===== config.mk =====
export PLATFORM = sky130hd
export DESIGN_NAME = postfix_expression_evaluator_unit
export DESIGN_NICKNAME = d
export VERILOG_FILES = /design/src/design/pee_pkg.sv /design/src/design/pee_ctrl.sv /design/src/design/pee_dpath.sv /design/src/design/postfix_expression_evaluator_unit.sv
export SDC_FILE = /design/constraint.sdc
export NUM_CORES = 2
export LEC_CHECK = 0
export BUFFER_PORTS_ARGS = -buffer_cell sky130_fd_sc_hd__buf_2
export CORE_ASPECT_RATIO = 0.7
export CORE_MARGIN = 1.5
export CORE_UTILIZATION = 33
export DETAILED_ROUTE_END_ITERATION = 12
export GPL_TIMING_DRIVEN = 1
export PLACE_DENSITY_LB_ADDON = 0.1
export SLEW_MARGIN = 20
export SYNTH_ARGS = -nofsm -noshare
export SYNTH_HDL_FRONTEND = slang
export SYNTH_SLANG_ARGS = --single-unit

===== constraint.sdc =====
create_clock -name clock -period 6.15 [get_ports clock]
set_input_delay 0.615 -clock clock [delete_from_list [all_inputs] [get_ports clock]]
set_output_delay 0.615 -clock clock [all_outputs]
set_load 0.1 [all_outputs]

===== src/design/pee_pkg.sv =====
// Shared types and constants of the postfix expression evaluator.
`timescale 1ns / 1ps
`default_nettype none

package pee_pkg;

   // Width of the result value port
   localparam int VALUE_BITS = 32;

   // Expression characters
   localparam logic [7:0] CH_ZERO  = 8'h30;
   localparam logic [7:0] CH_NINE  = 8'h39;
   localparam logic [7:0] CH_PLUS  = 8'h2B;
   localparam logic [7:0] CH_MINUS = 8'h2D;
   localparam logic [7:0] CH_STAR  = 8'h2A;
   localparam logic [7:0] CH_SLASH = 8'h2F;

   // Result status codes
   typedef enum logic [1:0] {
      ST_OK    = 2'd0,
      ST_UNDER = 2'd1,
      ST_OVER  = 2'd2,
      ST_DIVZ  = 2'd3
   } status_type;

   // Commands from the controller to the datapath
   typedef struct packed {
      logic accept;      // capture the input word
      logic push_digit;  // push the digit value (or flag overflow)
      logic drop_all;    // too few operands: empty the stack, flag underflow
      logic read_pair;   // read the two top operands
      logic start_op;    // pop two; push the sum, difference or a divide-by-zero zero, or start the unit
      logic push_unit;   // push the multiply or divide result
      logic read_top;    // read the final top of stack
      logic emit;        // load the result word, clear the stack
   } cmd_type;

   // Status from the datapath to the controller
   typedef struct packed {
      logic is_digit;
      logic lt2;
      logic last;
      logic long_op;
      logic unit_busy;
   } stat_type;

endpackage

`default_nettype wire


===== src/design/pee_ctrl.sv =====
// Controller state machine of the postfix expression evaluator.
`timescale 1ns / 1ps
`default_nettype none

module pee_ctrl (
   input  wire logic              clock,
   input  wire logic              reset,
   input  wire logic              req_valid,
   output logic                   req_stall,
   output logic                   rsp_valid,
   input  wire logic              rsp_stall,
   input  wire pee_pkg::stat_type stat,
   output pee_pkg::cmd_type       cmd
);

   typedef enum logic [2:0] {
      S_IDLE,
      S_DECODE,
      S_OPRD,
      S_CALC,
      S_TOPRD,
      S_EMIT
   } state_type;

   state_type state_ff, state_in;
   logic      rsp_valid_ff, rsp_valid_in;
   state_type after_item;

   // Where to go once the character is done
   assign after_item = stat.last ? S_TOPRD : S_IDLE;

   // Sequence one word through the datapath
   always_comb begin
      cmd          = '0;
      state_in     = state_ff;
      rsp_valid_in = rsp_valid_ff;
      if (rsp_valid_ff && !rsp_stall) begin
         rsp_valid_in = 1'b0;
      end
      unique case (state_ff)
         S_IDLE: begin
            if (req_valid) begin
               cmd.accept = 1'b1;
               state_in   = S_DECODE;
            end
         end
         S_DECODE: begin
            if (stat.is_digit) begin
               cmd.push_digit = 1'b1;
               state_in       = after_item;
            end else if (stat.lt2) begin
               cmd.drop_all = 1'b1;
               state_in     = after_item;
            end else begin
               cmd.read_pair = 1'b1;
               state_in      = S_OPRD;
            end
         end
         S_OPRD: begin
            cmd.start_op = 1'b1;
            state_in     = stat.long_op ? S_CALC : after_item;
         end
         S_CALC: begin
            if (!stat.unit_busy) begin
               cmd.push_unit = 1'b1;
               state_in      = after_item;
            end
         end
         S_TOPRD: begin
            cmd.read_top = 1'b1;
            state_in     = S_EMIT;
         end
         S_EMIT: begin
            // Wait for the output register to free up
            if (!rsp_valid_ff || !rsp_stall) begin
               cmd.emit     = 1'b1;
               rsp_valid_in = 1'b1;
               state_in     = S_IDLE;
            end
         end
         default: begin
            state_in = S_IDLE;
         end
      endcase
   end

   // Hold state and the result valid flag
   always_ff @(posedge clock) begin
      if (reset) begin
         state_ff     <= S_IDLE;
         rsp_valid_ff <= 1'b0;
      end else begin
         state_ff     <= state_in;
         rsp_valid_ff <= rsp_valid_in;
      end
   end

   assign req_stall = (state_ff != S_IDLE);
   assign rsp_valid = rsp_valid_ff;

endmodule

`default_nettype wire


===== src/design/pee_dpath.sv =====
// Datapath of the postfix expression evaluator: operand stack, count, error and arithmetic unit.
`timescale 1ns / 1ps
`default_nettype none

module pee_dpath #(
   parameter int STACK_DEPTH = 16,
   parameter int VALUE_WIDTH = 32
) (
   input  wire logic                                  clock,
   input  wire logic                                  reset,
   input  wire logic [7:0]                            req_ch,
   input  wire logic                                  req_last,
   input  wire pee_pkg::cmd_type                      cmd,
   output pee_pkg::stat_type                          stat,
   output logic signed [pee_pkg::VALUE_BITS-1:0]      rsp_value,
   output logic [1:0]                                 rsp_status
);

   localparam int W  = VALUE_WIDTH;
   localparam int AW = $clog2(STACK_DEPTH);
   localparam int CW = $clog2(STACK_DEPTH + 1);
   localparam int NW = $clog2(VALUE_WIDTH + 1);
   localparam int OW = pee_pkg::VALUE_BITS;

   // Operand stack and bookkeeping
   logic [W-1:0]        stack_ff [STACK_DEPTH];
   logic [CW-1:0]       count_ff, count_in;
   pee_pkg::status_type err_ff, err_in;
   logic [7:0]          ch_ff;
   logic                last_ff;
   logic [W-1:0]        rd_a_ff, rd_b_ff;

   // Shared multiply / divide unit
   logic [W-1:0]  a_ff, a_in, b_ff, b_in, acc_ff, acc_in;
   logic [NW-1:0] cnt_ff, cnt_in;
   logic          op_div_ff, op_div_in, negq_ff, negq_in;

   // Result word
   logic [OW-1:0] value_ff;
   logic [1:0]    status_ff;

   logic [CW-1:0] count_m1, count_m2;
   logic          is_digit, is_plus, is_minus, is_star, is_slash;
   logic          full, r_zero, neg_l, neg_r;
   logic [W-1:0]  mag_l, mag_r, digit_val, sum_val, diff_val, unit_res;
   logic          wr_en;
   logic [AW-1:0] wr_addr;
   logic [W-1:0]  wr_data;
   logic          flag_req;
   pee_pkg::status_type flag_code;
   logic [W:0]    div_shift, div_diff;
   logic          div_ge;

   assign count_m1  = count_ff - CW'(1);
   assign count_m2  = count_ff - CW'(2);
   assign is_digit  = (ch_ff >= pee_pkg::CH_ZERO) && (ch_ff <= pee_pkg::CH_NINE);
   assign is_plus   = (ch_ff == pee_pkg::CH_PLUS);
   assign is_minus  = (ch_ff == pee_pkg::CH_MINUS);
   assign is_star   = (ch_ff == pee_pkg::CH_STAR);
   assign is_slash  = (ch_ff == pee_pkg::CH_SLASH);
   assign full      = (count_ff == CW'(STACK_DEPTH));
   assign r_zero    = (rd_a_ff == '0);
   assign neg_l     = rd_b_ff[W-1];
   assign neg_r     = rd_a_ff[W-1];
   assign mag_l     = neg_l ? W'(-rd_b_ff) : rd_b_ff;
   assign mag_r     = neg_r ? W'(-rd_a_ff) : rd_a_ff;
   assign digit_val = W'(ch_ff - pee_pkg::CH_ZERO);
   assign sum_val   = rd_b_ff + rd_a_ff;
   assign diff_val  = rd_b_ff - rd_a_ff;
   assign unit_res  = op_div_ff ? (negq_ff ? W'(-a_ff) : a_ff) : acc_ff;

   assign stat.is_digit  = is_digit;
   assign stat.lt2       = (count_ff < CW'(2));
   assign stat.last      = last_ff;
   assign stat.long_op   = is_star || (is_slash && !r_zero);
   assign stat.unit_busy = (cnt_ff != '0);

   // Capture the input word
   always_ff @(posedge clock) begin
      if (cmd.accept) begin
         ch_ff   <= req_ch;
         last_ff <= req_last;
      end
   end

   // Select the stack write
   always_comb begin
      wr_en   = 1'b0;
      wr_addr = count_ff[AW-1:0];
      wr_data = digit_val;
      if (cmd.push_digit && !full) begin
         wr_en = 1'b1;
      end else if (cmd.start_op && (is_plus || is_minus || (is_slash && r_zero))) begin
         wr_en   = 1'b1;
         wr_addr = count_m2[AW-1:0];
         wr_data = is_plus ? sum_val : (is_minus ? diff_val : '0);
      end else if (cmd.push_unit) begin
         wr_en   = 1'b1;
         wr_data = unit_res;
      end
   end

   // Write the stack
   always_ff @(posedge clock) begin
      if (wr_en) begin
         stack_ff[wr_addr] <= wr_data;
      end
   end

   // Read the operands or the top, registered
   always_ff @(posedge clock) begin
      if (cmd.read_pair || cmd.read_top) begin
         rd_a_ff <= stack_ff[count_m1[AW-1:0]];
      end
      if (cmd.read_pair) begin
         rd_b_ff <= stack_ff[count_m2[AW-1:0]];
      end
   end

   // Raise an error, first one wins
   always_comb begin
      flag_req  = 1'b0;
      flag_code = pee_pkg::ST_OK;
      if (cmd.push_digit && full) begin
         flag_req  = 1'b1;
         flag_code = pee_pkg::ST_OVER;
      end else if (cmd.drop_all || (cmd.read_top && count_ff == '0)) begin
         flag_req  = 1'b1;
         flag_code = pee_pkg::ST_UNDER;
      end else if (cmd.start_op && is_slash && r_zero) begin
         flag_req  = 1'b1;
         flag_code = pee_pkg::ST_DIVZ;
      end
   end

   // Advance the count and the error
   always_comb begin
      count_in = count_ff;
      err_in   = err_ff;
      if (flag_req && err_ff == pee_pkg::ST_OK) begin
         err_in = flag_code;
      end
      priority if (cmd.emit) begin
         count_in = '0;
         err_in   = pee_pkg::ST_OK;
      end else if (cmd.push_digit && !full) begin
         count_in = count_ff + CW'(1);
      end else if (cmd.drop_all) begin
         count_in = '0;
      end else if (cmd.start_op) begin
         count_in = (is_plus || is_minus || (is_slash && r_zero)) ? count_m1 : count_m2;
      end else if (cmd.push_unit) begin
         count_in = count_ff + CW'(1);
      end
   end

   always_ff @(posedge clock) begin
      if (reset) begin
         count_ff <= '0;
         err_ff   <= pee_pkg::ST_OK;
      end else begin
         count_ff <= count_in;
         err_ff   <= err_in;
      end
   end

   // One restoring divide step on the remainder
   assign div_shift = {acc_ff, a_ff[W-1]};
   assign div_diff  = div_shift - {1'b0, b_ff};
   assign div_ge    = !div_diff[W];

   // Load or step the multiply / divide unit
   always_comb begin
      a_in      = a_ff;
      b_in      = b_ff;
      acc_in    = acc_ff;
      cnt_in    = cnt_ff;
      op_div_in = op_div_ff;
      negq_in   = negq_ff;
      if (cmd.start_op && (is_star || (is_slash && !r_zero))) begin
         a_in      = is_star ? rd_b_ff : mag_l;
         b_in      = is_star ? rd_a_ff : mag_r;
         acc_in    = '0;
         cnt_in    = NW'(W);
         op_div_in = is_slash;
         negq_in   = neg_l ^ neg_r;
      end else if (cnt_ff != '0) begin
         cnt_in = cnt_ff - NW'(1);
         if (op_div_ff) begin
            acc_in = div_ge ? div_diff[W-1:0] : div_shift[W-1:0];
            a_in   = {a_ff[W-2:0], div_ge};
         end else begin
            acc_in = b_ff[0] ? (acc_ff + a_ff) : acc_ff;
            a_in   = {a_ff[W-2:0], 1'b0};
            b_in   = {1'b0, b_ff[W-1:1]};
         end
      end
   end

   always_ff @(posedge clock) begin
      if (reset) begin
         cnt_ff <= '0;
      end else begin
         cnt_ff <= cnt_in;
      end
      a_ff      <= a_in;
      b_ff      <= b_in;
      acc_ff    <= acc_in;
      op_div_ff <= op_div_in;
      negq_ff   <= negq_in;
   end

   // Load the result word
   always_ff @(posedge clock) begin
      if (cmd.emit) begin
         value_ff  <= (err_ff == pee_pkg::ST_OK) ? OW'(rd_a_ff) : '0;
         status_ff <= err_ff;
      end
   end

   assign rsp_value  = value_ff;
   assign rsp_status = status_ff;

endmodule

`default_nettype wire


===== src/design/postfix_expression_evaluator_unit.sv =====
// Top level of the postfix expression evaluator.
//
//   channel  ports                          direction  word
//   req      req_valid req_stall            in         req_ch[7:0], req_last
//   rsp      rsp_valid rsp_stall            out        rsp_value[31:0] signed, rsp_status[1:0]
//
// A digit, or an operator short of operands, is done once decoded; add, subtract, divide by
// zero and any other character also read the two top operands; multiply and divide then run
// on one shared shift-add / restoring divide unit, one bit per cycle.
// A word marked last then reads the top of stack and loads the result register.
// Reset is synchronous and clears control, stack count and error, not the stack entries.
// A waiting result lets the next word in; a second result stalls input until it is taken.
`timescale 1ns / 1ps
`default_nettype none

module postfix_expression_evaluator_unit #(
   parameter int STACK_DEPTH = 16,
   parameter int VALUE_WIDTH = 32
) (
   input  wire logic                              clock,
   input  wire logic                              reset,
   input  wire logic                              req_valid,
   output logic                                   req_stall,
   input  wire logic [7:0]                        req_ch,
   input  wire logic                              req_last,
   output logic                                   rsp_valid,
   input  wire logic                              rsp_stall,
   output logic signed [pee_pkg::VALUE_BITS-1:0]  rsp_value,
   output logic [1:0]                             rsp_status
);

   pee_pkg::cmd_type  cmd;
   pee_pkg::stat_type stat;

   pee_ctrl u_ctrl (
      .clock     (clock),
      .reset     (reset),
      .req_valid (req_valid),
      .req_stall (req_stall),
      .rsp_valid (rsp_valid),
      .rsp_stall (rsp_stall),
      .stat      (stat),
      .cmd       (cmd)
   );

   pee_dpath #(
      .STACK_DEPTH (STACK_DEPTH),
      .VALUE_WIDTH (VALUE_WIDTH)
   ) u_dpath (
      .clock      (clock),
      .reset      (reset),
      .req_ch     (req_ch),
      .req_last   (req_last),
      .cmd        (cmd),
      .stat       (stat),
      .rsp_value  (rsp_value),
      .rsp_status (rsp_status)
   );

endmodule

`default_nettype wire

==> flow_metrics.py <==
metrics = {
    "run_status": {
        "outcome": "completed",
    },
    "synth": {
        "syn_inst": 3192,
        "synth_seq_area_share_pct": 51.5,
        "synth_area_mm2": 0.0419,
        "yosysTopAreaCellShare_pct": 49.1,
        "synth-edff-count": 685,
        "synth.top_cells.by_area": "edfxtp_1, mux4_2, ha_1",
        "ys_async_sr_fraction_pct": 0,
        "ys_types": 90,
        "synth_top_area_cell": "edfxtp_1",
        "synth-main-ff-cell": "edfxtp_1",
        "yosysWarnings": 0,
        "syn_avg_cell_area_um2": 13.1,
        "syn-num-nets": 3346,
        "ys_ff_latch": 734,
    },
    "placement": {
        "portBuffers": 48,
        "dp_cells": 4798,
        "dp_hpwl_um": 99900,
        "place.gp.congestion": 0.886,
    },
    "route": {
        "routedWlPerCell_um": 29.1,
        "wl_met1_um": 69900,
        "drt-vias-per-instance": 5.87,
        "drtPass1Iterations": 5,
        "wl_met3_um": 10200,
        "vias": 29100,
        "drt-total-wl_um": 144000,
        "drc": 0,
        "drt_iter0_drc": 3135,
        "drtAntennaViolNets": 0,
        "routed.top_layer": "met4",
        "dr_wl_met2_um": 61400,
    },
    "global_routing": {
        "grt_pass1_vias": 28400,
        "grt_util_all_layers_pct": 22.2,
        "antenna_found_initial": 4,
        "grt_max_degree": 137,
        "overflow": 0,
        "grt_pass1_wl_um": 207000,
    },
    "layout": {
        "final_common_cell": "edfxtp_1",
        "stdcell_count": 4953,
        "final_util_pct": 37.4,
        "drive_gt1_share_pct": 20.0,
        "syn2layout_area_growth_pct": 12.6,
        "final_nets": 3371,
        "fillers": 12100,
        "mostFrequentLayoutCells": "edfxtp_1, mux4_2, nand2_1, o21ai_0, nor2_1",
    },
    "pwr": {
        "power_mw": 17.9,
        "clkPwrFrac_pct": 27.6,
        "sw_frac_of_total_pct": 37.4,
        "p_seq_share_pct": 36.8,
        "combPwrFrac_pct": 35.6,
        "ir_worst_vdd_uv": 266,
        "p_int_mw": 11.2,
        "cellPowerDensity_mw_per_mm2": 380,
        "p_leak_nw": 15.5,
        "switchingPower_mw": 6.70,
    },
    "floorplan": {
        "die_x_um": 429,
        "die_area_mm2": 0.129,
        "die_h_um": 301,
        "core_area_mm2": 0.126,
        "start_util_pct": 33.2,
        "pin_count": 49,
        "row_count": 109,
    },
    "cts": {
        "post_cts_buffers": 0,
        "cts_root_buf": "clkbuf_16",
        "cts.path.max_buffers": 3,
        "clk_pin_slew_ns": 0.06,
        "cts_hold_buffers": 0,
        "clk_latency_ns": 0.70,
        "cts_tree": "done",
        "cts.sinks": 734,
        "cts.repair.resized": 0,
        "numCtsBuffers": 81,
        "h-tree-depth": 3,
    },
    "timing": {
        "timing.final.crit_period_ns": 5.14,
        "hold_viol_final": 0,
        "worst_slew_pin_slew_ns": 1.20,
        "rsz0062_at_grt": "false",
        "fin_crit_sh_pct": 83.5,
        "maxSlewHeadroom_pct": 19.4,
        "fmax_mhz": 195,
        "setup_violations": 0,
        "maxSlewViolCount": 0,
        "fin_setup_tns_ns": 0,
        "clock_skew_ns": 0.0329,
    },
    "worst_setup_path": {
        "slowest_stage": "a211oi_1",
        "start_kind": "flip-flop",
        "path_buf_inv": 2,
        "cp.arrival_ns": 5.65,
        "critPathKind": "reg2reg",
        "max_stage_delay_ns": 0.99,
        "end_kind": "flip-flop",
        "crit_family": "compound AO/OA/AOI/OAI gates",
        "crit_fanout": 16,
        "path_cells": "inv_1, ha_1, nor4_1, nand4_1, a211oi_1, o21ai_0, a2111oi_0, o21bai_1, nor3b_1, a21oi_1, buf_4",
        "worstPathRequired_ns": 6.66,
    },
    "worst_hold_path": {
        "hold_path.class": "in2reg",
    },
    "job": {
        "drv_cap": 0,
    },
}
[power by group through the flow]
stage	clock [mW]	sequential, mW	combinational, mW
floorplan	0	6.49	4.60
global placement	0	6.68	6.21
detailed placement	0	6.68	6.25
CTS	5.07	6.58	6.29
global route	5.26	6.64	7.08
finish	4.95	6.59	6.38
[worst paths after layout]
path / cells after the start / to / from / slack [ns]
max: 11 / u_dpath.stack_ff[7][31]$_DFFE_PP_ / u_dpath.rd_a_ff[24]$_DFFE_PP_ / 1.01
min: 1 / u_dpath.ch_ff[6]$_DFFE_PP_ / req_ch[6] / 0.09
max reg2reg: 11 / u_dpath.stack_ff[7][31]$_DFFE_PP_ / u_dpath.rd_a_ff[24]$_DFFE_PP_ / 1.01
min reg2reg: 2 / u_dpath.cnt_ff[1]$_SDFFE_PP0P_ / u_dpath.cnt_ff[1]$_SDFFE_PP0P_ / 0.53
[sequential cells by signal (all words and copies together) (netlist names), 2 cells and up]
| register | count |
|---|---|
| u_dpath.a_ff | 32 |
| u_dpath.b_ff | 32 |
| u_dpath.rsp_value | 32 |
| u_ctrl.state_ff | 3 |
| u_dpath.rd_a_ff | 32 |
| u_dpath.ch_ff | 8 |
| u_dpath.count_ff | 5 |
| u_dpath.rd_b_ff | 32 |
| u_dpath.cnt_ff | 6 |
| u_dpath.rsp_status | 2 |
| u_dpath.err_ff | 2 |
| u_dpath.acc_ff | 32 |
| u_dpath.stack_ff | 512 |
[logic make-up after synthesis]
group                    share of synthesized area, %
AO/OA/AOI/OAI                                    11.6
AND/OR/NAND/NOR                                  8.46
flip-flops                                       51.5
multiplexers                                     17.9
buffers and inverters                            2.83
XOR/XNOR                                         3.39
adder cells (fa/ha/maj)                          4.29
[synth_stat cells, types with 18 or more instances]
master    number
buf_1         27
xnor2_1       87
mux4_2       320
or3_1         20
a211oi_1      33
ha_1         137
xor2_1        75
o21ai_0      205
o211ai_1      34
a31oi_1       24
nor2b_1       29
nor3_1        82
nand4_1       18
edfxtp_1     685
nor2_1       207
inv_1        118
a21oi_1      195
o22ai_1       19
o31ai_1       24
clkbuf_1     150
nand2b_1      33
dfxtp_1       49
nand3_1       42
nand2_1      224
a21o_1        45
[layer usage]
layer / track usage, % / up-vias
met5: 0 / -
met4: 4.53 / 0
met3: 4.49 / 150
met2: 32.3 / 1071
met1: 33.9 / 15200
li1: - / 12700
[through the flow]
step	worst slack, ns	cell area [um2]	hold WS (ns)
6_report	1.01	47100	0.0943
5_1_grt	0.930	47100	0.0537
4_1_cts	1.06	47100	0.0326
3_5_place_dp	1.07	44400	0.524
3_3_place_gp	1.22	44400	0.505
2_1_floorplan	1.02	41900	0.406
[area by class of cell]
class	count	area [um2]	share of cell area, %
clock inverter	42	430	0.914
multi-input combinational	2148	19400	41.2
clock buffer	108	2200	4.67
timing repair buffer	132	953	2.02
inverter	120	450	0.956
tap	1665	2080	4.42
sequential	734	21600	45.8
antenna	4	10.0	0.0212
(Power assumes the default switching activity.)
